===== config.mk =====
export PLATFORM = sky130hd
export DESIGN_NAME = xorshift128_random_source
export DESIGN_NICKNAME = d
export VERILOG_FILES = /design/src/rtl/xs128_pkg.sv /design/src/rtl/xs128_div.sv /design/src/rtl/xs128_dp.sv /design/src/rtl/xs128_ctrl.sv /design/src/rtl/xorshift128_random_source.sv
export VERILOG_INCLUDE_DIRS = /design/src /design/src/rtl
export SDC_FILE = /design/constraint.sdc
export NUM_CORES = 2
export LEC_CHECK = 0
export ABC_AREA = 1
export BUFFER_PORTS_ARGS = -buffer_cell sky130_fd_sc_hd__buf_4
export CORE_ASPECT_RATIO = 0.75
export CORE_MARGIN = 2
export CORE_UTILIZATION = 40
export DETAILED_ROUTE_END_ITERATION = 7
export GPL_TIMING_DRIVEN = 0
export PLACE_DENSITY = 0.67
export SLEW_MARGIN = 10
export SYNTH_ARGS = -nofsm -noshare
export SYNTH_HDL_FRONTEND = slang
export SYNTH_HIERARCHICAL = 1
export SYNTH_SLANG_ARGS = --single-unit

===== constraint.sdc =====
create_clock -name clk_i -period 19.4 [get_ports clk_i]
set_input_delay 3.88 -clock clk_i [delete_from_list [all_inputs] [get_ports clk_i]]
set_output_delay 3.88 -clock clk_i [all_outputs]
set_load 0.02 [all_outputs]

===== src/rtl/xorshift128_random_source_macros.svh =====
// Assertion macros for the xorshift128 random source.
// Included by the top level; no other dependencies.
`ifndef XORSHIFT128_RANDOM_SOURCE_MACROS_SVH
`define XORSHIFT128_RANDOM_SOURCE_MACROS_SVH

`ifndef SYNTHESIS
// Check a property on every clock edge outside reset
`define XS128_ASSERT(lbl, clk, rstn, prop) \
  lbl: assert property (@(posedge clk) disable iff (!rstn) (prop)) \
    else $error("xs128 assertion failed");
// Check that a condition never holds
`define XS128_NEVER(lbl, clk, rstn, cond) \
  `XS128_ASSERT(lbl, clk, rstn, !(cond))
`else
`define XS128_ASSERT(lbl, clk, rstn, prop)
`define XS128_NEVER(lbl, clk, rstn, cond)
`endif

`endif


===== src/rtl/xs128_pkg.sv =====
// Shared types and constants of the xorshift128 random source.
// No dependencies; imported by every module of the block.
package xs128_pkg;

  // Request codes
  typedef enum logic [1:0] {
    OP_RAW  = 2'd0,
    OP_BND  = 2'd1,
    OP_COIN = 2'd2,
    OP_RNG  = 2'd3
  } op_e;

  // Generator reload values
  localparam logic [31:0] SEED_SUBST = 32'd123456789;
  localparam logic [31:0] INIT_Y     = 32'd362436069;
  localparam logic [31:0] INIT_Z     = 32'd521288629;
  localparam logic [31:0] INIT_W     = 32'd88675123;

  // Range draw resolution
  localparam logic [31:0] RANGE_STEPS = 32'd10000;
  localparam int          STEP_W      = 14;

  // Division by the range steps: multiply by 2^45/10000 rounded up and keep
  // the top 19 bits; exact floor for any 32-bit operand
  localparam logic [31:0] RCP_MUL   = 32'hD1B7_1759;
  localparam int          RCP_SHIFT = 45;
  localparam int          QUO_W     = 19;

  // Step times span remainder, both below 10000
  localparam int          PA_W = 27;

  // Divider geometry
  localparam int          DVD_W      = 32;
  localparam int          DVS_W      = 32;
  localparam int          CNT_W      = 6;
  localparam logic [5:0]  STEPS_WORD = 6'd32;

  // Register map
  localparam int          ADDR_W   = 3;
  localparam logic        REG_SEED = 1'b0;

  // Controller to datapath commands
  typedef struct packed {
    logic cap_in;
    logic adv;
    logic div_ld_word;
    logic div_step;
    logic rcp_word;
    logic rcp_span;
    logic span_split;
    logic mul;
    logic rcp_prod;
    logic out_ld;
  } cmd_t;

  // Datapath to controller status
  typedef struct packed {
    op_e  op;
    logic bound_pos;
    logic div_last;
  } sts_t;

endpackage


===== src/rtl/xs128_div.sv =====
// Radix-2 restoring divider, one quotient bit per cycle while step_i is high.
// Depends on xs128_pkg for widths.
module xs128_div import xs128_pkg::*; (
  input  logic               clk_i,
  input  logic               rst_ni,
  input  logic               ld_i,
  input  logic [DVD_W-1:0]   dividend_i,
  input  logic [DVS_W-1:0]   divisor_i,
  input  logic [CNT_W-1:0]   steps_i,
  input  logic               step_i,
  output logic [DVS_W-1:0]   rem_o,
  output logic               last_o
);

  logic [DVD_W-1:0] q_q, q_d;
  logic [DVS_W-1:0] r_q, r_d;
  logic [DVS_W-1:0] dvs_q;
  logic [CNT_W-1:0] cnt_q, cnt_d;
  logic [DVS_W:0]   r_ext;
  logic             ge;

  // Shift in the next dividend bit and try a subtract
  always_comb begin
    r_ext = {r_q, q_q[DVD_W-1]};
    ge    = (r_ext >= {1'b0, dvs_q});
    r_d   = r_q;
    q_d   = q_q;
    cnt_d = cnt_q;
    if (ld_i) begin
      r_d   = '0;
      q_d   = dividend_i;
      cnt_d = steps_i;
    end else if (step_i) begin
      r_d   = ge ? DVS_W'(r_ext - {1'b0, dvs_q}) : DVS_W'(r_ext);
      q_d   = {q_q[DVD_W-2:0], ge};
      cnt_d = cnt_q - CNT_W'(1);
    end
  end

  // Step counter
  always_ff @(posedge clk_i or negedge rst_ni) begin
    if (!rst_ni) begin
      cnt_q <= '0;
    end else begin
      cnt_q <= cnt_d;
    end
  end

  // Partial remainder and quotient
  always_ff @(posedge clk_i) begin
    r_q <= r_d;
    q_q <= q_d;
    if (ld_i) begin
      dvs_q <= divisor_i;
    end
  end

  assign rem_o  = r_q;
  assign last_o = (cnt_q == CNT_W'(1));

endmodule


===== src/rtl/xs128_dp.sv =====
// Datapath: generator words, seed register, request capture, divider and
// result registers. Depends on xs128_pkg and xs128_div.
module xs128_dp import xs128_pkg::*; (
  input  logic               clk_i,
  input  logic               rst_ni,
  input  cmd_t               cmd_i,
  output sts_t               sts_o,
  input  logic               seed_we_i,
  input  logic [31:0]        seed_wdata_i,
  output logic [31:0]        seed_o,
  input  logic [1:0]         op_i,
  input  logic signed [31:0] bound_i,
  input  logic signed [31:0] range_low_i,
  input  logic signed [31:0] range_high_i,
  output logic [31:0]        value_o,
  output logic signed [31:0] scaled_o
);

  logic [31:0] seed_q;
  logic [31:0] x_q, y_q, z_q, w_q;
  logic [31:0] t, w_next;
  op_e         op_q;
  logic [31:0] bound_q;
  logic [31:0] lo_q;
  logic [32:0] d_q;
  logic [31:0] absd_q;
  logic        neg_q;
  logic [31:0] value_q;
  logic [31:0] scaled_q;
  logic        bound_pos;

  logic [31:0]       rcp_in;
  logic [63:0]       rcp_full;
  logic [QUO_W-1:0]  rcp_quo;
  logic [QUO_W-1:0]  rq_q;
  logic [31:0]       rem_src;
  logic [31:0]       rem_full;
  logic [STEP_W-1:0] m_q;
  logic [STEP_W-1:0] ar_q;
  logic [QUO_W-1:0]  aq_q;
  logic [PA_W-1:0]   pa_q;
  logic [31:0]       pq_q;
  logic [31:0]       mag_q;

  logic              div_ld;
  logic [DVD_W-1:0]  div_dvd;
  logic [DVS_W-1:0]  div_dvs;
  logic [CNT_W-1:0]  div_steps;
  logic [DVS_W-1:0]  div_rem;
  logic              div_last;

  logic [33:0] q_signed;
  logic [33:0] rng_sum;
  logic [31:0] value_d;
  logic [31:0] scaled_d;

  // Seed register
  always_ff @(posedge clk_i or negedge rst_ni) begin
    if (!rst_ni) begin
      seed_q <= '0;
    end else if (seed_we_i) begin
      seed_q <= seed_wdata_i;
    end
  end

  // Recurrence step
  assign t      = x_q ^ (x_q << 11);
  assign w_next = w_q ^ (w_q >> 19) ^ t ^ (t >> 8);

  // Generator words: reload on seed write, advance on command
  always_ff @(posedge clk_i or negedge rst_ni) begin
    if (!rst_ni) begin
      x_q <= SEED_SUBST;
      y_q <= INIT_Y;
      z_q <= INIT_Z;
      w_q <= INIT_W;
    end else if (seed_we_i) begin
      x_q <= (seed_wdata_i == '0) ? SEED_SUBST : seed_wdata_i;
      y_q <= INIT_Y;
      z_q <= INIT_Z;
      w_q <= INIT_W;
    end else if (cmd_i.adv) begin
      x_q <= y_q;
      y_q <= z_q;
      z_q <= w_q;
      w_q <= w_next;
    end
  end

  // Divide by the range steps through the reciprocal; remainder from the
  // quotient of the previous cycle
  assign rcp_in   = cmd_i.rcp_word ? w_q : (cmd_i.rcp_span ? absd_q : 32'(pa_q));
  assign rcp_full = 64'(rcp_in) * 64'(RCP_MUL);
  assign rcp_quo  = rcp_full[63:RCP_SHIFT];
  assign rem_src  = cmd_i.rcp_span ? w_q : absd_q;
  assign rem_full = rem_src - 32'(rq_q) * RANGE_STEPS;

  // Capture the request, form the range span and scale it in pieces:
  // step * span / steps = step * (span / steps) + step * (span % steps) / steps
  always_ff @(posedge clk_i) begin
    if (cmd_i.cap_in) begin
      op_q    <= op_e'(op_i);
      bound_q <= bound_i;
      lo_q    <= range_low_i;
      d_q     <= {range_high_i[31], range_high_i} - {range_low_i[31], range_low_i};
    end
    if (cmd_i.adv) begin
      neg_q  <= d_q[32];
      absd_q <= d_q[32] ? 32'(-d_q) : d_q[31:0];
    end
    if (cmd_i.rcp_word || cmd_i.rcp_span) begin
      rq_q <= rcp_quo;
    end
    if (cmd_i.rcp_span) begin
      m_q <= rem_full[STEP_W-1:0];
    end
    if (cmd_i.span_split) begin
      aq_q <= rq_q;
      ar_q <= rem_full[STEP_W-1:0];
    end
    if (cmd_i.mul) begin
      pa_q <= PA_W'(m_q) * PA_W'(ar_q);
      pq_q <= 32'(m_q) * 32'(aq_q);
    end
    if (cmd_i.rcp_prod) begin
      mag_q <= pq_q + 32'(rcp_quo);
    end
  end

  assign bound_pos = !bound_q[31] && (bound_q != '0);

  // Divider load: word modulo bound
  assign div_ld    = cmd_i.div_ld_word;
  assign div_dvd   = w_q;
  assign div_dvs   = bound_q;
  assign div_steps = STEPS_WORD;

  xs128_div u_div (
    .clk_i      (clk_i),
    .rst_ni     (rst_ni),
    .ld_i       (div_ld),
    .dividend_i (div_dvd),
    .divisor_i  (div_dvs),
    .steps_i    (div_steps),
    .step_i     (cmd_i.div_step),
    .rem_o      (div_rem),
    .last_o     (div_last)
  );

  // Apply the span sign to the scaled magnitude and offset by the low end
  assign q_signed = neg_q ? 34'(-{2'b00, mag_q}) : {2'b00, mag_q};
  assign rng_sum  = {{2{lo_q[31]}}, lo_q} + q_signed;

  // Select the result by request kind
  always_comb begin
    value_d  = '0;
    scaled_d = '0;
    case (op_q)
      OP_RAW:  value_d = w_q;
      OP_BND:  value_d = bound_pos ? div_rem : '0;
      OP_COIN: value_d = {31'b0, w_q[0]};
      OP_RNG:  scaled_d = rng_sum[31:0];
      default: value_d = '0;
    endcase
  end

  // Result registers
  always_ff @(posedge clk_i) begin
    if (cmd_i.out_ld) begin
      value_q  <= value_d;
      scaled_q <= scaled_d;
    end
  end

  assign sts_o.op        = op_q;
  assign sts_o.bound_pos = bound_pos;
  assign sts_o.div_last  = div_last;
  assign seed_o          = seed_q;
  assign value_o         = value_q;
  assign scaled_o        = scaled_q;

endmodule


===== src/rtl/xs128_ctrl.sv =====
// Controller state machine: sequences advance, division, multiply and
// result hand-off. Depends on xs128_pkg.
module xs128_ctrl import xs128_pkg::*; (
  input  logic clk_i,
  input  logic rst_ni,
  input  logic in_valid_i,
  output logic in_ready_o,
  output logic out_valid_o,
  input  logic out_ready_i,
  input  sts_t sts_i,
  output cmd_t cmd_o
);

  typedef enum logic [9:0] {
    ST_IDLE = 10'b00_0000_0001,
    ST_ADV  = 10'b00_0000_0010,
    ST_DLD  = 10'b00_0000_0100,
    ST_DIV1 = 10'b00_0000_1000,
    ST_RW   = 10'b00_0001_0000,
    ST_RA   = 10'b00_0010_0000,
    ST_RP   = 10'b00_0100_0000,
    ST_RM   = 10'b00_1000_0000,
    ST_RD   = 10'b01_0000_0000,
    ST_FIN  = 10'b10_0000_0000
  } state_e;

  state_e state_q, state_d;
  logic   out_valid_q, out_valid_d;
  logic   out_free;

  assign out_free = !out_valid_q || out_ready_i;

  // Next state and commands
  always_comb begin
    state_d    = state_q;
    cmd_o      = '0;
    in_ready_o = 1'b0;
    unique case (state_q)
      ST_IDLE: begin
        in_ready_o = 1'b1;
        if (in_valid_i) begin
          cmd_o.cap_in = 1'b1;
          state_d      = ST_ADV;
        end
      end
      ST_ADV: begin
        if (sts_i.op == OP_BND && !sts_i.bound_pos) begin
          state_d = ST_FIN;
        end else begin
          cmd_o.adv = 1'b1;
          if (sts_i.op == OP_BND) begin
            state_d = ST_DLD;
          end else if (sts_i.op == OP_RNG) begin
            state_d = ST_RW;
          end else begin
            state_d = ST_FIN;
          end
        end
      end
      ST_DLD: begin
        cmd_o.div_ld_word = 1'b1;
        state_d           = ST_DIV1;
      end
      ST_DIV1: begin
        cmd_o.div_step = 1'b1;
        if (sts_i.div_last) begin
          state_d = ST_FIN;
        end
      end
      // Quotient of the word by the range steps
      ST_RW: begin
        cmd_o.rcp_word = 1'b1;
        state_d        = ST_RA;
      end
      // Step from the word, quotient of the span
      ST_RA: begin
        cmd_o.rcp_span = 1'b1;
        state_d        = ST_RP;
      end
      // Split the span into quotient and remainder
      ST_RP: begin
        cmd_o.span_split = 1'b1;
        state_d          = ST_RM;
      end
      ST_RM: begin
        cmd_o.mul = 1'b1;
        state_d   = ST_RD;
      end
      ST_RD: begin
        cmd_o.rcp_prod = 1'b1;
        state_d        = ST_FIN;
      end
      ST_FIN: begin
        if (out_free) begin
          cmd_o.out_ld = 1'b1;
          state_d      = ST_IDLE;
        end
      end
      default: state_d = ST_IDLE;
    endcase
  end

  // Output item flag: set on load, drop when taken
  always_comb begin
    out_valid_d = out_valid_q;
    if (cmd_o.out_ld) begin
      out_valid_d = 1'b1;
    end else if (out_ready_i) begin
      out_valid_d = 1'b0;
    end
  end

  always_ff @(posedge clk_i or negedge rst_ni) begin
    if (!rst_ni) begin
      state_q     <= ST_IDLE;
      out_valid_q <= 1'b0;
    end else begin
      state_q     <= state_d;
      out_valid_q <= out_valid_d;
    end
  end

  assign out_valid_o = out_valid_q;

endmodule


===== src/rtl/xorshift128_random_source.sv =====
// Top level of the xorshift128 random source: APB seed register,
// controller and datapath. Depends on xs128_pkg, xs128_ctrl, xs128_dp.
//
//   Channel   Handshake                  Payload
//   in        in_valid_i / in_ready_o    op_i, bound_i, range_low_i, range_high_i
//   out       out_valid_o / out_ready_i  value_o, scaled_o
//   config    psel/penable/pwrite/pready paddr, pwdata, prdata
//
// Raw word, coin and a non-positive bound take the shortest path; a bounded
// draw runs 32 radix-2 divider steps; a range value uses reciprocal
// multiplies by 1/10000 and one product step. The bound divider sets the longest path.
// Reset loads the words from seed 0 at once; no clearing pass.
// A new item is taken while the last result waits in the output register;
// the next result holds in the controller until that register drains.
module xorshift128_random_source import xs128_pkg::*; (
  input  logic               clk_i,
  input  logic               rst_ni,
  input  logic               psel,
  input  logic               penable,
  input  logic               pwrite,
  input  logic [ADDR_W-1:0]  paddr,
  input  logic [31:0]        pwdata,
  output logic [31:0]        prdata,
  output logic               pready,
  input  logic               in_valid_i,
  output logic               in_ready_o,
  input  logic [1:0]         op_i,
  input  logic signed [31:0] bound_i,
  input  logic signed [31:0] range_low_i,
  input  logic signed [31:0] range_high_i,
  output logic               out_valid_o,
  input  logic               out_ready_i,
  output logic [31:0]        value_o,
  output logic signed [31:0] scaled_o
);

`include "xorshift128_random_source_macros.svh"

  cmd_t        cmd;
  sts_t        sts;
  logic        seed_we;
  logic [31:0] seed;

  // Register access decode
  assign pready  = 1'b1;
  assign seed_we = psel && penable && pwrite && (paddr[ADDR_W-1] == REG_SEED);
  assign prdata  = (paddr[ADDR_W-1] == REG_SEED) ? seed : '0;

  xs128_ctrl u_ctrl (
    .clk_i       (clk_i),
    .rst_ni      (rst_ni),
    .in_valid_i  (in_valid_i),
    .in_ready_o  (in_ready_o),
    .out_valid_o (out_valid_o),
    .out_ready_i (out_ready_i),
    .sts_i       (sts),
    .cmd_o       (cmd)
  );

  xs128_dp u_dp (
    .clk_i        (clk_i),
    .rst_ni       (rst_ni),
    .cmd_i        (cmd),
    .sts_o        (sts),
    .seed_we_i    (seed_we),
    .seed_wdata_i (pwdata),
    .seed_o       (seed),
    .op_i         (op_i),
    .bound_i      (bound_i),
    .range_low_i  (range_low_i),
    .range_high_i (range_high_i),
    .value_o      (value_o),
    .scaled_o     (scaled_o)
  );

  // Busy right after an item is taken
  `XS128_ASSERT(a_busy_after_accept, clk_i, rst_ni, (in_valid_i && in_ready_o) |=> !in_ready_o)
  // Never load a result over one still waiting
  `XS128_NEVER(a_no_overwrite, clk_i, rst_ni, cmd.out_ld && out_valid_o && !out_ready_i)
  // A result appears only after a load
  `XS128_ASSERT(a_valid_from_load, clk_i, rst_ni, $rose(out_valid_o) |-> $past(cmd.out_ld))

endmodule

Yosys cells after proc, flatten, opt, wreduce, memory -nomap -nowiden
Index checks and enable logic that the tools add are counted.
Storage, ports and cells
  register bits: 626
  bits in latches: 0
  RAM bits: 0
  memory bits (read-only): 0
  output and inout bits: 99
  memories kept: 0
Cells by class
  $add $sub $neg: 8
  $mul: 4
  divide/modulo/power cells: 0
  $lt $le $gt $ge: 1
  equal/unequal tests: 17
  shifts and indexed selects: 0
  muxes and demuxes: 45
  bitwise logic cells: 5
  reductions and logical operators: 17
Operators with widths (number)
  two-way mux 32 bit: 18
  one-hot mux 10 bit (10 select lines): 1
  one-hot mux 32 bit (3 select lines): 1
  multiplier 32 x 32 -> 64 bit, second input constant: 1
  negation 32 bit: 2
  XOR 32 bit: 2
  two-way mux 10 bit: 6
  >= comparator 33 x 32 -> 1 bit: 1
  subtractor 32 x 32 -> 33 bit: 1
  adder 32 x 19 -> 32 bit: 1
  adder 32 bit: 1
  zero test 32 bit: 1
  multiplier 14 x 19 -> 32 bit: 1
  nonzero test 32 bit: 1
  subtractor 32 bit: 1
  XOR 32 x 13 -> 32 bit: 1
  XOR 32 x 24 -> 32 bit: 1
  multiplier 14 x 14 -> 27 bit: 1
  multiplier 19 x 10 -> 10 bit, second input constant: 1
  two-way mux 1 bit: 16
  two-way mux 14 bit: 1
  subtractor 14 bit: 1
  two-way mux 6 bit: 2
  equality test 10 x 1 -> 1 bit, second input constant: 1
  22 further kinds: 33

Depth between registers and ports, before layout
  depth after elaboration: 8
  mapped depth: 48

Cells and area by module
The synthesis kept the hierarchy.
Modules (own cells, without submodules)
  xs128_dp: times used 1, cells an instance 6585, area an instance 59709.8 µm², sequential area each 14680.3 µm²
  xs128_div: times used 1, cells an instance 975, area an instance 7088.0 µm², sequential area each 2712.6 µm²
  xs128_ctrl: times used 1, cells an instance 110, area an instance 711.9 µm², sequential area each 276.5 µm²
  xorshift128_random_source: times used 1, cells an instance 74, area an instance 316.6 µm², sequential area each 0.0 µm²

Worst setup path before layout
No wires, ideal clock.
  path type: flip-flop to flip-flop
  from: register u_ctrl.state_q[8]
  to: register u_dp.mag_q[10], data pin
  library setup time: 0.261 ns
  arrival time: 9.517 ns
  required time: 19.139 ns
  path slack: 9.622 ns
  stages on the path, launching flop included: 42
  path buffers: 1
  clock period less this slack: 9.778 ns
  cell sequence: dfrtp_1 -> nor2_1 -> nand2_1 -> nor2_2 -> nand2_1 -> inv_1 -> buf_2 -> inv_1 -> nor2_1 -> inv_1 -> o21ai_0 -> ha_1 -> xor2_1 -> ha_1 -> or2_2 -> fa_1 -> inv_1 -> fa_1 -> (+6 left out) -> a21oi_1 -> o21ai_0 -> a21oi_1 -> o21ai_0 -> nor2_1 -> nand2_1 -> xor2_1 -> ha_1 -> fa_1 -> nand3_1 -> nand2_1 -> nand2_1 -> nand2_1 -> a21oi_1 -> o21ai_0 -> nand3_1 -> nand2_1 -> xor2_1
RTL lines
  from (decl): line xs128_ctrl.sv:27  | state_e state_q, state_d;
  from (signal assigned): line xs128_ctrl.sv:118  | state_q <= state_d;
  to (signal assigned): line xs128_dp.sv:126  | mag_q <= pq_q + 32'(rcp_quo);
  to (decl): line xs128_dp.sv:43  | logic [31:0] mag_q;

==> impl_results.md <==
* Status: finished clean
* Die height at 361 um
* Die Wd at 479 um
* RSZ-0062 raised after global routing: no
* Fmax achieved at 80.2 MHz
* First-pass GRT wire length at 339,000 um
* Setup Buffers After CTS at 0
* Final ANT Viol Nets at 0
* Drt total wl at 224,000 um
* Root Buffer: clkbuf_16
* Distinct cell type count after synthesis at 65
* Max FO, Critical Path at 16
* Setup TNS at 0 ps
* CTS tree: built
* Synth Area in XOR/XNOR at 4.05%
* Max cap viols at 0
* Clk buf depth at 3
* Router iterations before antenna repair at 6
* Vias in the first global route at 54,500
* Worst setup margin at 6930 ps
* Clock latency on the worst-skew pair at 710 ps
* Type of the worst setup path: reg2reg
* Post-DP HPWL at 189,000 um
* CTS Buf Count at 69
* Average footprint of a synthesized cell at 8.76 sq um
* Crit path DAT at 12,880 ps
* Dpl ws at 7230 ps
* Remaining Overflow, GRT at 0
* Area growth, synth to finish at 10.9%
* Fin cells at 10,400
* Sequential area share after synthesis at 26.1%
* Routability Congestion at 1.03
* Core area at 168,000 sq um
* DR WL/cell at 21.6 um
* Crit path time final at 12,470 ps
* Critical path's most frequent cell: nand2_1
* Slew @ Worst Pin at 1360 ps
* Initial core utilization at 40.4%
* Adder-cell share of the synthesized area at 35.9%
* # hold bufs at CTS at 0
* Post-synthesis simple-gate area fraction at 15.9%
* Min-Delay Path Class: reg2reg
* Ys async rst share at 28.3%
* Synthesized instance count at 7,744
* Final Slew Violations at 0
* FP Rows at 130
* Drt drc at 0
* Avg Vias per Cell at 5.21
* H-tree depth at 3
* Slowest CP cell: a221oi_1
* Main flop type after synthesis: edfxtp_1
* Clk slew on worst S/H paths at 60 ps
* Largest net degree at the start of global routing at 106
* FILL cells at 16,200
* Vias at 54,200
* Total GRT Usage at 26.0%
* Die Area at 173,000 sq um
* Layout cells sized above 1 at 7.72%
* Largest family of logic cells by synthesized area: adder cells
* Number of flops mapped to enable cells by yosys at 417
* Synth Area in Compound Gates at 7.43%
* Warnings, synthesis at 6
* Worst setup SP type: flop
* Nets at 9,711
* Resize count post-CTS at 0
* Total I/O pin count at 239
* Count of final setup violators at 0
* Worst Path Required at 19,810 ps
* Yosys reg bits at 626
* Element type at the critical path end: flop
* CTS sink cnt at 626
* Post-synthesis mux area share at 0%
* Final Skew at 75.0 ps
* Largest stage delay, worst path at 1160 ps
* First-iteration detailed-routing DRC count at 5,487
* Antenna violations before repair at 11
* Worst slew margin at 9.60%
* PortBufs at 234
* Post-Syn Area at 67,800 sq um
* Tcrit/Tclk final at 64.3%
* DP Cell Count at 10,300
* Final hold vios at 0
through the flow:
step	hold WS, ps	util [%]	cell area, sq um
6_report	417	44.8	75200
5_1_grt	421	44.8	75200
4_1_cts	415	44.8	75200
3_5_place_dp	405	43.4	72900
3_3_place_gp	406	43.1	72400
2_1_floorplan	400	-	67800
routing by layer:
layer  part of all wire, %  track usage, %  vias to the layer above
met5                 0.037               0                        -
met4                   3.3            7.32                       12
met3                    10            6.80                      329
met2                    42            38.7                     2451
met1                    44            37.1                    26500
li1                      -               -                    24900
worst max-delay path: cells and delay by family, from the launching register on:
family,cells,cell delay [ps]
AO/OA/AOI/OAI,8,2690
XOR/XNOR,2,700
adder cells (fa/ha/maj),10,5020
buffers and inverters,6,1780
flip-flops,1,400
AND/OR/NAND/NOR,12,1560
area by class of cell:
class	count	area, sq um	share of cell area [%]
Antenna cell	2	5.00	0.00665
Buffer	189	861	1.14
Clock buffer	82	1810	2.40
Clock inverter	45	488	0.648
Inverter	1693	6360	8.45
Multi-Input combinational cell	5240	43000	57.2
Sequential cell	626	17700	23.5
Tap cell	2244	2810	3.73
Timing Repair Buffer	271	2230	2.97
flip-flops by register name (all words and copies together) (netlist names), 27 cells and up:
register,count
u_dp/lo_q,32
u_dp/u_div/rem_o,32
u_dp/pq_q,32
u_dp/mag_q,32
u_dp/div_dvd,32
u_dp/pa_q,27
u_dp/absd_q,32
u_dp/value_o,32
u_dp/u_div/q_q,32
u_dp/u_div/dvs_q,32
u_dp/bound_q,32
u_dp/seed_o,32
u_dp/z_q,32
u_dp/scaled_o,32
u_dp/y_q,32
u_dp/d_q,33
u_dp/x_q,32
placed cells by master, fill, tap and decap left out, drive strengths merged, types with 25 or more instances in the layout:
cell    netlist  layout
ha          703     703
a21oi       320     320
dfxtp        32      32
dfstp        62      62
dfrtp       115     115
a21o         37      37
o21bai       25      25
o21ai       281     281
nand2      1677    1677
edfxtp      417     417
clkbuf      149     231
xor2        178     178
nand3       203     203
nand4        37      37
buf          40     311
clkinv        2      32
o211ai       41      41
nand3b       48      48
inv        1691    1699
nor3         57      57
o22ai        54      54
a31oi        29      29
xnor2       136     136
fa          778     778
nor4         37      37
nor2        485     485
final timing paths:
path                                    to  cells after the start  slack (ps)              start
setup / recovery            u_dp/mag_q[18]                     38        6930  u_ctrl/state_q[8]
hold / removal               u_dp/aq_q[11]                      0         420      u_dp/rq_q[11]
setup reg to reg            u_dp/mag_q[18]                     38        6930  u_ctrl/state_q[8]
hold reg to reg              u_dp/aq_q[11]                      0         420      u_dp/rq_q[11]
max in group asynchronous  u_dp/div_dvd[8]                      3       15350             rst_ni
min in group asynchronous     u_dp/y_q[18]                      2        3230             rst_ni
synth_stat cells, types with 13 or more instances:
master	n	area share [%]
a21o_1	37	0.41
a21oi_1	312	2.3
a22oi_1	14	0.15
a31oi_1	29	0.27
clkbuf_1	149	0.82
dfrtp_1	115	4.2
dfstp_2	62	2.4
dfxtp_1	32	0.94
edfxtp_1	417	18
fa_1	778	23
ha_1	703	13
inv_1	1679	9.3
nand2_1	1628	9.0
nand2_2	46	0.42
nand3_1	184	1.4
nand3_2	18	0.27
nand3b_1	47	0.52
nand4_1	37	0.34
nor2_1	465	2.6
nor2_2	13	0.12
nor3_1	50	0.37
nor4_1	37	0.34
o211ai_1	41	0.45
o21a_1	14	0.15
o21ai_0	245	1.8
o21ai_1	28	0.21
o21bai_1	23	0.25
o22ai_1	54	0.50
xnor2_1	136	1.8
xor2_1	178	2.3
kinds of logic (layout without fill, tap and decap cells):
kind of cell,after synthesis,count (layout)
AOI/OAI and AO/OA,872,872
xor gates and xnor gates,314,314
adders and majority gates,1481,1481
buffers and inverters,1882,2280
DFF,626,626
other,3,9
and+or+nand+nor,2566,2566
Power is not shown: default switching activity piles up to over one toggle a cycle in this logic, so the estimate is an artifact.
